## src/hdl/hfd_pkg.sv

```systemverilog
`default_nettype none

package hfd_pkg;

  // Field widths of the received stream and the decoded result.
  localparam int unsigned RxByteW    = 8;
  localparam int unsigned RawW       = 16;
  localparam int unsigned TempGainW  = 15;
  localparam int unsigned TempOffW   = 16;
  localparam int unsigned HumGainW   = 15;
  localparam int unsigned TempW      = 19;
  localparam int unsigned HumW       = 18;
  localparam int unsigned ScaleShift = 13;
  localparam int unsigned ProdW      = TempGainW + RawW;
  localparam int unsigned OutDataW   = ((TempW + HumW + 7) / 8) * 8;
  localparam int unsigned OutUserW   = 3;

  // Configuration port.
  localparam int unsigned CfgIdxW  = 2;
  localparam int unsigned CfgDataW = 16;

  // Frame queue between the byte parser and the scaling datapath.
  localparam int unsigned QueueDepth = 4;

  // CRC-8, polynomial x^8 + x^5 + x^4 + 1, no reflection, no final xor.
  localparam logic [7:0] CrcPoly = 8'h31;
  localparam logic [7:0] CrcInit = 8'hFF;

  // Register reset values.
  localparam logic [TempGainW-1:0] TempGainReset = 15'd21875;
  localparam logic [TempOffW-1:0]  TempOffReset  = 16'd45000;
  localparam logic [HumGainW-1:0]  HumGainReset  = 15'd12500;

  typedef enum logic [1:0] {
    STATUS_OK        = 2'd0,
    STATUS_TEMP_FAIL = 2'd1,
    STATUS_HUM_FAIL  = 2'd2
  } status_e;

  typedef enum logic [CfgIdxW-1:0] {
    CFG_TEMP_GAIN   = 2'd0,
    CFG_TEMP_OFFSET = 2'd1,
    CFG_HUM_GAIN    = 2'd2
  } cfg_idx_e;

  // One complete frame as handed from the parser to the datapath.
  typedef struct packed {
    logic [RawW-1:0] temp_code;
    logic [RawW-1:0] hum_code;
    status_e         status;
  } frame_job_t;

  typedef struct packed {
    logic [TempGainW-1:0] temp_gain;
    logic [TempOffW-1:0]  temp_offset;
    logic [HumGainW-1:0]  hum_gain;
  } scale_cfg_t;

  // One byte of the CRC-8 update, MSB first.
  function automatic logic [7:0] crc8_update(input logic [7:0] crc, input logic [7:0] data);
    logic [7:0] c;
    c = crc ^ data;
    for (int k = 0; k < 8; k++) begin
      c = c[7] ? ((c << 1) ^ CrcPoly) : (c << 1);
    end
    return c;
  endfunction

endpackage

`default_nettype wire

```

## src/hdl/humidity_temp_frame_decoder_core.sv

```systemverilog
// Decoder for the six-byte measurement response of a humidity and temperature
// sensor. Bytes arrive one word at a time on the s_axis channel; tuser marks
// the first byte of a response and resynchronises the byte position, dropping
// any partial frame. Each two-byte reading is followed by a CRC-8 check byte
// (polynomial 0x31, start value 0xFF), temperature first.
// On the sixth byte one word leaves on m_axis: the stored temperature in
// milli-degrees and humidity in milli-percent, a status code and a flag that
// says whether any frame has passed both checks since reset. A failed frame
// carries the previous good values; if both checks fail, the temperature
// failure is reported.
// The block takes one byte per cycle while the frame queue is not full. Each
// finished frame passes the queue, the product register and the result register
// before its word appears. A small frame queue separates the byte parser from
// the scaling datapath, so bytes keep flowing while m_axis is stalled until
// the queue is full; only then does s_axis_tready fall.
// Reset clears the byte position, the stored reading and the queue, and loads
// the scale registers with their defaults. The cfg port always accepts a word;
// write it only while no frame is in flight.

`default_nettype none

module humidity_temp_frame_decoder_core #(
  parameter int unsigned QueueDepth = hfd_pkg::QueueDepth
) (
  input  wire logic                            clk_i,
  input  wire logic                            rst_ni,
  // Received bytes.
  input  wire logic                            s_axis_tvalid,
  output logic                                 s_axis_tready,
  input  wire logic [hfd_pkg::RxByteW-1:0]     s_axis_tdata,  // [7:0] rx_byte
  input  wire logic                            s_axis_tuser,  // [0] frame_start
  // Decoded readings.
  output logic                                 m_axis_tvalid,
  input  wire logic                            m_axis_tready,
  // [18:0] temp_milli_c, [36:19] humidity_milli_pct, [39:37] zero
  output logic [hfd_pkg::OutDataW-1:0]         m_axis_tdata,
  // [1:0] status, [2] has_reading
  output logic [hfd_pkg::OutUserW-1:0]         m_axis_tuser,
  // Register writes.
  input  wire logic                            cfg_valid_i,
  output logic                                 cfg_ready_o,
  input  wire logic [hfd_pkg::CfgIdxW-1:0]     cfg_index_i,
  input  wire logic [hfd_pkg::CfgDataW-1:0]    cfg_data_i
);

  localparam int unsigned PadW = hfd_pkg::OutDataW - hfd_pkg::TempW - hfd_pkg::HumW;

  hfd_pkg::scale_cfg_t          cfg_q;
  hfd_pkg::frame_job_t          push_job, pop_job;
  logic                         push, full, pop_valid, pop;
  logic [hfd_pkg::TempW-1:0]    out_temp;
  logic [hfd_pkg::HumW-1:0]     out_hum;
  hfd_pkg::status_e             out_status;
  logic                         out_has_reading;
  logic [PadW-1:0]              pad;

  // Scale registers. Writes to an index beyond the list are ignored.
  assign cfg_ready_o = 1'b1;

  always_ff @(posedge clk_i or negedge rst_ni) begin
    if (!rst_ni) begin
      cfg_q.temp_gain   <= hfd_pkg::TempGainReset;
      cfg_q.temp_offset <= hfd_pkg::TempOffReset;
      cfg_q.hum_gain    <= hfd_pkg::HumGainReset;
    end else if (cfg_valid_i && cfg_ready_o) begin
      unique case (cfg_index_i)
        hfd_pkg::CFG_TEMP_GAIN: begin
          cfg_q.temp_gain <= cfg_data_i[hfd_pkg::TempGainW-1:0];
        end
        hfd_pkg::CFG_TEMP_OFFSET: begin
          cfg_q.temp_offset <= cfg_data_i[hfd_pkg::TempOffW-1:0];
        end
        hfd_pkg::CFG_HUM_GAIN: begin
          cfg_q.hum_gain <= cfg_data_i[hfd_pkg::HumGainW-1:0];
        end
        default: begin
        end
      endcase
    end
  end

  // Byte parser: position tracking, word assembly and both CRC checks.
  hfd_front u_front (
    .clk_i            (clk_i),
    .rst_ni           (rst_ni),
    .in_valid_i       (s_axis_tvalid),
    .in_ready_o       (s_axis_tready),
    .in_byte_i        (s_axis_tdata),
    .in_frame_start_i (s_axis_tuser),
    .push_o           (push),
    .job_o            (push_job),
    .full_i           (full)
  );

  // Frame queue between parser and datapath.
  hfd_queue #(
    .Depth (QueueDepth)
  ) u_queue (
    .clk_i       (clk_i),
    .rst_ni      (rst_ni),
    .push_i      (push),
    .push_job_i  (push_job),
    .full_o      (full),
    .pop_valid_o (pop_valid),
    .pop_job_o   (pop_job),
    .pop_i       (pop)
  );

  // Scaling datapath and result register.
  hfd_back u_back (
    .clk_i             (clk_i),
    .rst_ni            (rst_ni),
    .job_valid_i       (pop_valid),
    .job_i             (pop_job),
    .pop_o             (pop),
    .cfg_i             (cfg_q),
    .out_valid_o       (m_axis_tvalid),
    .out_ready_i       (m_axis_tready),
    .out_temp_o        (out_temp),
    .out_hum_o         (out_hum),
    .out_status_o      (out_status),
    .out_has_reading_o (out_has_reading)
  );

  assign pad          = '0;
  assign m_axis_tdata = {pad, out_hum, out_temp};
  assign m_axis_tuser = {out_has_reading, out_status};

endmodule

`default_nettype wire

```

## src/hdl/hfd_front.sv

```systemverilog
`default_nettype none

module hfd_front (
  input  wire logic                         clk_i,
  input  wire logic                         rst_ni,
  input  wire logic                         in_valid_i,
  output logic                              in_ready_o,
  input  wire logic [hfd_pkg::RxByteW-1:0]  in_byte_i,
  input  wire logic                         in_frame_start_i,
  output logic                              push_o,
  output hfd_pkg::frame_job_t               job_o,
  input  wire logic                         full_i
);

  typedef enum logic [5:0] {
    POS_TEMP_HI  = 6'b000001,
    POS_TEMP_LO  = 6'b000010,
    POS_TEMP_CRC = 6'b000100,
    POS_HUM_HI   = 6'b001000,
    POS_HUM_LO   = 6'b010000,
    POS_HUM_CRC  = 6'b100000
  } byte_pos_e;

  byte_pos_e                   pos_q, pos_d, cur_pos;
  logic [7:0]                  crc_q, crc_d;
  logic                        temp_ok_q, temp_ok_d;
  logic [hfd_pkg::RawW-1:0]    temp_word_q, temp_word_d;
  logic [hfd_pkg::RawW-1:0]    hum_word_q, hum_word_d;
  logic                        accept;

  assign in_ready_o = !full_i;
  assign accept     = in_valid_i && in_ready_o;
  assign cur_pos    = in_frame_start_i ? POS_TEMP_HI : pos_q;

  always_comb begin
    pos_d           = pos_q;
    crc_d           = crc_q;
    temp_ok_d       = temp_ok_q;
    temp_word_d     = temp_word_q;
    hum_word_d      = hum_word_q;
    push_o          = 1'b0;
    job_o.temp_code = temp_word_q;
    job_o.hum_code  = hum_word_q;
    job_o.status    = hfd_pkg::STATUS_OK;
    if (!temp_ok_q) begin
      job_o.status = hfd_pkg::STATUS_TEMP_FAIL;
    end else if (crc_q != in_byte_i) begin
      job_o.status = hfd_pkg::STATUS_HUM_FAIL;
    end
    if (accept) begin
      unique case (cur_pos)
        POS_TEMP_HI: begin
          temp_word_d = {in_byte_i, temp_word_q[7:0]};
          crc_d       = hfd_pkg::crc8_update(hfd_pkg::CrcInit, in_byte_i);
          pos_d       = POS_TEMP_LO;
        end
        POS_TEMP_LO: begin
          temp_word_d = {temp_word_q[15:8], in_byte_i};
          crc_d       = hfd_pkg::crc8_update(crc_q, in_byte_i);
          pos_d       = POS_TEMP_CRC;
        end
        POS_TEMP_CRC: begin
          temp_ok_d = (crc_q == in_byte_i);
          crc_d     = hfd_pkg::CrcInit;
          pos_d     = POS_HUM_HI;
        end
        POS_HUM_HI: begin
          hum_word_d = {in_byte_i, hum_word_q[7:0]};
          crc_d      = hfd_pkg::crc8_update(hfd_pkg::CrcInit, in_byte_i);
          pos_d      = POS_HUM_LO;
        end
        POS_HUM_LO: begin
          hum_word_d = {hum_word_q[15:8], in_byte_i};
          crc_d      = hfd_pkg::crc8_update(crc_q, in_byte_i);
          pos_d      = POS_HUM_CRC;
        end
        POS_HUM_CRC: begin
          push_o    = 1'b1;
          crc_d     = hfd_pkg::CrcInit;
          temp_ok_d = 1'b0;
          pos_d     = POS_TEMP_HI;
        end
        default: begin
          pos_d = POS_TEMP_HI;
        end
      endcase
    end
  end

  always_ff @(posedge clk_i or negedge rst_ni) begin
    if (!rst_ni) begin
      pos_q     <= POS_TEMP_HI;
      crc_q     <= hfd_pkg::CrcInit;
      temp_ok_q <= 1'b0;
    end else begin
      pos_q     <= pos_d;
      crc_q     <= crc_d;
      temp_ok_q <= temp_ok_d;
    end
  end

  always_ff @(posedge clk_i) begin
    temp_word_q <= temp_word_d;
    hum_word_q  <= hum_word_d;
  end

endmodule

`default_nettype wire

```

## src/hdl/hfd_queue.sv

```systemverilog
`default_nettype none

module hfd_queue #(
  parameter int unsigned Depth = hfd_pkg::QueueDepth
) (
  input  wire logic         clk_i,
  input  wire logic         rst_ni,
  input  wire logic         push_i,
  input  wire hfd_pkg::frame_job_t push_job_i,
  output logic              full_o,
  output logic              pop_valid_o,
  output hfd_pkg::frame_job_t pop_job_o,
  input  wire logic         pop_i
);

  localparam int unsigned PtrW = (Depth > 1) ? $clog2(Depth) : 1;
  localparam int unsigned CntW = $clog2(Depth + 1);

  hfd_pkg::frame_job_t mem_q [Depth];
  logic [PtrW-1:0]     wr_ptr_q, wr_ptr_d, rd_ptr_q, rd_ptr_d;
  logic [CntW-1:0]     count_q, count_d;
  logic                do_push, do_pop;

  assign full_o      = (count_q == CntW'(Depth));
  assign pop_valid_o = (count_q != '0);
  assign pop_job_o   = mem_q[rd_ptr_q];
  assign do_push     = push_i && !full_o;
  assign do_pop      = pop_i && pop_valid_o;

  always_comb begin
    wr_ptr_d = wr_ptr_q;
    rd_ptr_d = rd_ptr_q;
    count_d  = count_q;
    if (do_push) begin
      wr_ptr_d = (wr_ptr_q == PtrW'(Depth - 1)) ? '0 : wr_ptr_q + 1'b1;
    end
    if (do_pop) begin
      rd_ptr_d = (rd_ptr_q == PtrW'(Depth - 1)) ? '0 : rd_ptr_q + 1'b1;
    end
    if (do_push && !do_pop) begin
      count_d = count_q + 1'b1;
    end else if (do_pop && !do_push) begin
      count_d = count_q - 1'b1;
    end
  end

  always_ff @(posedge clk_i or negedge rst_ni) begin
    if (!rst_ni) begin
      wr_ptr_q <= '0;
      rd_ptr_q <= '0;
      count_q  <= '0;
    end else begin
      wr_ptr_q <= wr_ptr_d;
      rd_ptr_q <= rd_ptr_d;
      count_q  <= count_d;
    end
  end

  always_ff @(posedge clk_i) begin
    if (do_push) begin
      mem_q[wr_ptr_q] <= push_job_i;
    end
  end

endmodule

`default_nettype wire

```

## src/hdl/hfd_back.sv

```systemverilog
`default_nettype none

module hfd_back (
  input  wire logic                       clk_i,
  input  wire logic                       rst_ni,
  input  wire logic                       job_valid_i,
  input  wire hfd_pkg::frame_job_t        job_i,
  output logic                            pop_o,
  input  wire hfd_pkg::scale_cfg_t        cfg_i,
  output logic                            out_valid_o,
  input  wire logic                       out_ready_i,
  output logic [hfd_pkg::TempW-1:0]       out_temp_o,
  output logic [hfd_pkg::HumW-1:0]        out_hum_o,
  output hfd_pkg::status_e                out_status_o,
  output logic                            out_has_reading_o
);

  // Stage one: both products.
  logic                         s1_valid_q, s1_valid_d;
  hfd_pkg::status_e             s1_status_q;
  logic [hfd_pkg::ProdW-1:0]    s1_tprod_q, s1_hprod_q;

  // Stage two: result slot, which also holds the last good reading.
  logic                         out_valid_q, out_valid_d;
  hfd_pkg::status_e             out_status_q;
  logic [hfd_pkg::TempW-1:0]    last_temp_q;
  logic [hfd_pkg::HumW-1:0]     last_hum_q;
  logic                         has_reading_q;

  logic                         out_adv, s1_take, s2_load;
  logic [hfd_pkg::HumW-1:0]     t_scaled;
  logic [hfd_pkg::TempW-1:0]    t_milli;

  assign out_adv    = !out_valid_q || out_ready_i;
  assign s1_take    = !s1_valid_q || out_adv;
  assign pop_o      = job_valid_i && s1_take;
  assign s2_load    = s1_valid_q && out_adv;
  assign s1_valid_d = s1_take ? job_valid_i : s1_valid_q;
  assign out_valid_d = out_adv ? s1_valid_q : out_valid_q;

  assign t_scaled = s1_tprod_q[hfd_pkg::ProdW-1:hfd_pkg::ScaleShift];
  // Wraps in two's complement, so a reading below the offset comes out negative.
  assign t_milli  = hfd_pkg::TempW'(t_scaled) - hfd_pkg::TempW'(cfg_i.temp_offset);

  always_ff @(posedge clk_i or negedge rst_ni) begin
    if (!rst_ni) begin
      s1_valid_q    <= 1'b0;
      out_valid_q   <= 1'b0;
      last_temp_q   <= '0;
      last_hum_q    <= '0;
      has_reading_q <= 1'b0;
    end else begin
      s1_valid_q  <= s1_valid_d;
      out_valid_q <= out_valid_d;
      if (s2_load && (s1_status_q == hfd_pkg::STATUS_OK)) begin
        last_temp_q   <= t_milli;
        last_hum_q    <= s1_hprod_q[hfd_pkg::ProdW-1:hfd_pkg::ScaleShift];
        has_reading_q <= 1'b1;
      end
    end
  end

  always_ff @(posedge clk_i) begin
    if (pop_o) begin
      s1_status_q <= job_i.status;
      s1_tprod_q  <= hfd_pkg::ProdW'(cfg_i.temp_gain) * hfd_pkg::ProdW'(job_i.temp_code);
      s1_hprod_q  <= hfd_pkg::ProdW'(cfg_i.hum_gain) * hfd_pkg::ProdW'(job_i.hum_code);
    end
    if (s2_load) begin
      out_status_q <= s1_status_q;
    end
  end

  assign out_valid_o       = out_valid_q;
  assign out_temp_o        = last_temp_q;
  assign out_hum_o         = last_hum_q;
  assign out_status_o      = out_status_q;
  assign out_has_reading_o = has_reading_q;

endmodule

`default_nettype wire
```

## config.mk

```make
export PLATFORM = sky130hd
export DESIGN_NAME = humidity_temp_frame_decoder_core
export DESIGN_NICKNAME = d
export VERILOG_FILES = /design/src/hdl/hfd_pkg.sv /design/src/hdl/humidity_temp_frame_decoder_core.sv /design/src/hdl/hfd_front.sv /design/src/hdl/hfd_queue.sv /design/src/hdl/hfd_back.sv
export SDC_FILE = /design/constraint.sdc
export NUM_CORES = 1
export LEC_CHECK = 0
export BUFFER_PORTS_ARGS = -buffer_cell sky130_fd_sc_hd__buf_4
export CORE_ASPECT_RATIO = 0.8
export CORE_UTILIZATION = 39
export CTS_CLUSTER_SIZE = 16
export DETAILED_ROUTE_END_ITERATION = 6
export SYNTH_ARGS = -nofsm -noshare
export SYNTH_HDL_FRONTEND = slang
export SYNTH_SLANG_ARGS = --single-unit
```

## constraint.sdc

```tcl
create_clock -name clk_i -period 6.88 [get_ports clk_i]
set_clock_uncertainty 0.2 [all_clocks]
set_input_delay 0.344 -clock clk_i [delete_from_list [all_inputs] [get_ports clk_i]]
set_output_delay 0.344 -clock clk_i [all_outputs]
set_load 0.05 [all_outputs]
```

* After elaboration in Yosys (flattened, before gate mapping)
Memory sizes are Yosys's and may differ from the RTL's.
Index checks and enable logic that the tools add are counted.
** Word-level totals
- Memory bits (writable) :: 136
- Input bits :: 32
- Register bits after elaboration :: 206
- Output and inout bits :: 46
- Logic and storage cells :: 130
- Memories :: 1
** Memories
- u_queue.mem_q :: words 4, width 34, read ports 1, clocked after memory_dff 0, wr ports 1, line hfd_queue.sv:19 : hfd_pkg::frame_job_t mem_q [Depth];
** Cells by class
- Bitwise logic cells :: 22
- Eq/ne operators :: 13
- Muxes and demuxes :: 32
- Add/subtract/negate cells :: 5
- Multiply operators :: 2
- Reductions and logical operators :: 33
** Operators with widths (count)
- 6-bit 2-to-1 mux :: 17
- 16-bit one-hot mux with 2 select lines :: 2
- 15-bit by 16-bit multiplier with 31-bit output :: 2
- 3-bit inverter :: 16
- 6-bit one-hot mux with 5 select lines :: 1
- 8-bit one-hot mux with 3 select lines :: 1
- 18-bit by 16-bit subtractor with 19-bit output :: 1
- 3-bit AND reduction :: 4
- 2-bit AND reduction :: 5
- 8-bit == test :: 1
- 1-bit logical AND :: 8
- 2-bit 2-to-1 mux :: 4
- 8-bit != test :: 1
- 8-bit inverter :: 1
- 8-bit bitwise XOR :: 1
- 2-bit == test, second input constant :: 3
- 6-bit by 1-bit == test with 1-bit output, second input constant :: 1
- 6-bit by 2-bit == test with 1-bit output, second input constant :: 1
- 6-bit by 3-bit == test with 1-bit output, second input constant :: 1
- 6-bit by 4-bit == test with 1-bit output, second input constant :: 1
- 6-bit by 5-bit == test with 1-bit output, second input constant :: 1
- 6-bit == test, second input constant :: 1
- 3-bit 2-to-1 mux :: 2
- 3-bit nonzero test :: 2
- 13 further kinds :: 29

* Logic depth before layout (Yosys ltp)
- Depth in word-level cells :: 18
- Depth in mapped cells :: 27
- Depth with buffers taken out :: 24

* Modules after synthesis
From an unflattened synthesis, not the netlist that was laid out.
** Second synthesis, totals
- Cell total of the unflattened synthesis :: 2522
- Area total of the unflattened synthesis :: 28384.7 sq um
** By module, submodules not included
- hfd_back :: sequential area each 2202.1 sq um, area an instance 18705.4 sq um, cells an instance 1998, instances 1
- hfd_queue :: sequential area each 4259.1 sq um, area an instance 5418.9 sq um, cells an instance 215, instances 1
- hfd_front :: sequential area each 1347.5 sq um, area an instance 2442.3 sq um, cells an instance 204, instances 1
- humidity_temp_frame_decoder_core :: sequential area each 1181.1 sq um, area an instance 1818.0 sq um, cells an instance 105, instances 1

* Worst setup path before layout
OpenSTA, ideal clock, no wires.
- Path type :: reg-to-reg
- Start point :: register u_queue.rd_ptr_q[0]
- End point :: register u_back.s1_tprod_q[28] in the netlist's numbering (data pin)
- Stages on the path, launching flop included :: 25
- Data required time :: 6418 ps
- Slack :: -669 ps
- Arrival time :: 7087 ps
- Library setup time :: 262 ps
- Path buffers :: 3
- Clock period less this slack :: 7549 ps
- Cell sequence :: dfrtp_1 > buf_6 > buf_1 > mux4_2 > clkbuf_1 > and2_1 > fa_1 > inv_1 > fa_1 > inv_1 > fa_1 > fa_1 > fa_1 > inv_1 > fa_1 > inv_1 > ha_1 > or2_2 > or3_1 > a221o_1 > nor2_1 > o221a_2 > o21ai_1 > a211oi_1 > a21oi_1
** On the way
- Cells in the longest elaborated chain, start to end :: 2
** RTL lines
- from (decl) :: line hfd_queue.sv:20 : logic [PtrW-1:0] wr_ptr_q, wr_ptr_d, rd_ptr_q, rd_ptr_d;
- from (signal assigned) :: line hfd_queue.sv:54 : rd_ptr_q <= rd_ptr_d;
- memory 4 x 34 bit
- 15-bit by 16-bit multiplier with 31-bit output :: line hfd_back.sv:66 : s1_tprod_q <= hfd_pkg::ProdW'(cfg_i.temp_gain) * hfd_pkg::ProdW'(job_i.temp_code);
- to (signal assigned) :: line hfd_back.sv:66
- to (decl) :: line hfd_back.sv:21 : logic [hfd_pkg::ProdW-1:0] s1_tprod_q, s1_hprod_q;
Every way passes these cells.
A chain may end at the register's enable or synchronous reset.

* Final worst setup path
Ends and elaborated chain as after synthesis.

==> run summary <==
Antenna viol nets, final = 0
Yosys warnings = 0
Via count of the first global-routing pass = 19,440
Final WS setup = -120.4 ps
Period utilization = 1.018
Worst setup startpoint = u_queue.rd_ptr_q[0]$_DFFE_PN0P_
Worst Tran Pin Value = 965.2 ps
Relative slew slack = 0.3546
Worst Hold Class = primary input to register
Syn Std Cell Area = 27,870 µm²
Max-slew violations = 0
IO Pins = 78
Final setup fails = 8
Tmin final = 7000 ps
Vias = 18,050
Final WL = 65,530 µm
Die area = 72,530 µm²
Cells after Synth = 2,492
Most frequent CP cell = fa_1
Fin cells = 3,658
Syn Area/Cell = 11.18 µm²
CTS Buf Count = 35
Synth unique cells = 66
H-tree depth = 2
Critical-path maximum fanout = 8
Initial antenna violation count = 3
Top-area cell type share of the netlist area = 0.2586
Max_cap viols = 0
Placed Cells = 3,541
Outcome = complete, but fails checks
WS Path Type = register to register
Total Routing Usage GR = 0.1853
Share of layout cells above drive strength 1 = 0.1930
Floorplan row count = 87
Largest net degree at the start of global routing = 69
RSZ-0062 raised after global routing = yes
First-pass GRT wire length = 105,200 µm
Sequential area share after synthesis = 0.3226
Routed WL per cell = 17.91 µm
Seq cells post-synth = 316
Worst path max stage delay = 600 ps
Synth area leader = fa_1
Gr ovfl total = 0
FMAX = 142.8 MHz
Critical-path cell list = buf_12 > mux4_2 > buf_6 > and2_1 > fa_1 > inv_1 > fa_1 > inv_1 > fa_1 > fa_1 > fa_1 > inv_1 > fa_1 > inv_1 > ha_2 > or2_4 > or3_4 > a221o_1 > nor2_4 > o221a_4 > o21ai_2 > a211oi_1 > a21oi_1
Ranking of synthesized cells by area = fa_1, edfxtp_1, ha_1
Multi-input gate area = 17,310 µm²
Failing checks = negative setup slack
Clk slew on worst S/H paths = 60 ps
Worst-Skew Late Latency = 550 ps
CTS Root Cell = clkbuf_16
Routability cong. = 0.8798
Worst Path Arrival = 7090 ps
Slowest stage cell, crit path = mux4_2
I/O Buffers = 73
Reg2reg start = u_queue.rd_ptr_q[0]$_DFFE_PN0P_
DRT iter0 DRCs = 1,076
Sequential cell area = 8991 µm²
Design area = 32,440 µm²
CTS sink count = 316
Die width = 300.9 µm
Clock Tree Buf Depth = 3
Chip height = 241.1 µm
Layout area overhead = 16.41%
Endpoints failing hold = 0
CTS tree = yes
Starting Density = 0.3951
CP Launch Type = register
Area after DPL = 30,390 µm²
Detailed Routing Iterations Pass 1 = 5
Synth Flop Type = edfxtp_1
Place WS = -333.0 ps
Layout fillers = 6,474
Total negative slack = -538.6 ps
Hpwl dp = 50,730 µm
Nature of the critical path endpoint = register
Min-delay src = s_axis_tdata[2]
Core Footprint = 70,540 µm²
Vias per Instance = 4.933
Number of synthesized flops with an enable pin = 208
FFs w/ async S/R, synth = 0.3418
Nets@finish = 3,292
Number of remaining DRC errors = 0
Worst EP required = 6970 ps
==> final cells by class <==
cell class                 count  area share
antenna                        4   0.0003086
clock buffer                  47     0.02870
clock inverter                16    0.006325
inverter                     450     0.05207
multi-input combinational   1636      0.5335
sequential                   316      0.2772
tap                          934     0.03602
timing repair buffer         255     0.06595
==> flip-flops by register name (all words and copies together) (netlist names) <==
name                      cells
u_queue.wr_ptr_q              2
u_front.temp_ok_q             1
u_back.s1_tprod_q            18
u_front.temp_word_q          16
u_back.out_has_reading_o      1
u_back.out_hum_o             18
u_queue.count_q               3
u_back.s1_valid_q             1
u_queue.mem_q               136
u_front.hum_word_q           16
u_back.s1_status_q            2
cfg_q                        46
u_queue.rd_ptr_q              2
u_front.pos_q                 6
u_back.out_temp_o            19
u_back.out_status_o           2
u_back.s1_hprod_q            18
u_back.out_valid_o            1
u_front.crc_q                 8
==> repair_timing <==
action	CTS	global route
endpoints found under the setup margin	22	27
setup buffers	10	15
gates cloned	2	2
pin swaps	18	37
endpoints found under the hold margin	114	0
hold buffers	25	0
resized for setup	37	78
==> routing by layer <==
metal  vias up  routed length [µm]  track usage
met5         -                  10            0
met4         2                 882      0.03369
met1      9249               31540       0.2713
met3        63                3727      0.03034
met2       426               29370       0.2918
li1       8306                   -            -
==> synthesized netlist by cell type (7+ instances only) <==
library cell / n
nor2_1: 57
mux4_2: 34
edfxtp_1: 208
nor3_1: 14
xnor2_1: 52
or3_1: 7
o21a_1: 15
nand2_1: 257
o21ai_0: 42
mux2_2: 69
dfrtp_1: 75
fa_1: 360
nand2b_1: 10
inv_1: 449
a21o_1: 20
ha_1: 206
dfstp_2: 33
nand4_1: 7
a21oi_1: 47
nor2b_1: 12
xor2_1: 35
and2_1: 301
nand3_1: 10
clkbuf_1: 81
==> worst paths after layout <==
path                       slack (ps)                         endpoint  depth (start not counted)
max                              -120  u_back.s1_tprod_q[28]$_DFFE_PP_                         23
max in group asynchronous        4840  u_queue.rd_ptr_q[0]$_DFFE_PN0P_                          3
min                                20  u_front.hum_word_q[2]$_DFFE_PP_                          2
min reg2reg                       270  u_back.out_hum_o[9]$_DFFE_PN0P_                          1
min in group asynchronous         140     u_front.pos_q[2]$_DFFE_PN0P_                          2
max reg2reg                      -120  u_back.s1_tprod_q[28]$_DFFE_PP_                         23
==> cell usage in the layout, fill, tap and decap left out, drive strengths merged, types with 49 or more instances in the layout <==
cell,Yosys,final
inv,450,451
ha,206,206
fa,360,360
and2,302,302
xnor2,52,52
dfrtp,75,75
nand2,257,257
a21oi,49,49
edfxtp,208,208
nor2,58,58
mux2,69,69
buf,13,230
==> per-stage QoR <==
step                utilization  hold WS [ps]
floorplan                     -        -151.6
global placement         0.4309         197.6
detailed placement       0.4309         207.1
CTS                      0.4545         3.956
global route             0.4598         13.80
finish                   0.4599         19.84
==> kinds of logic after synthesis <==
group,after synthesis,synth area share
muxes,103,0.05536
DFF,316,0.3226
other,2,0.0002695
adders and majority gates,566,0.3511
AOI/OAI and AO/OA,173,0.03987
xor gates and xnor gates,87,0.02734
buffers and inverters,544,0.07426
and+or+nand+nor,701,0.1292
==> worst max-delay path: cells and delay by family (launching register included) <==
family          cells  cell delay (ps)
simple gates        4              920
compound gates      5              910
mux                 1              600
fa+ha+maj           7             3120
flops               1              470
buf+inv             6              540
Power is not shown: default switching activity piles up to over one toggle a cycle in this logic, so the estimate is an artifact.
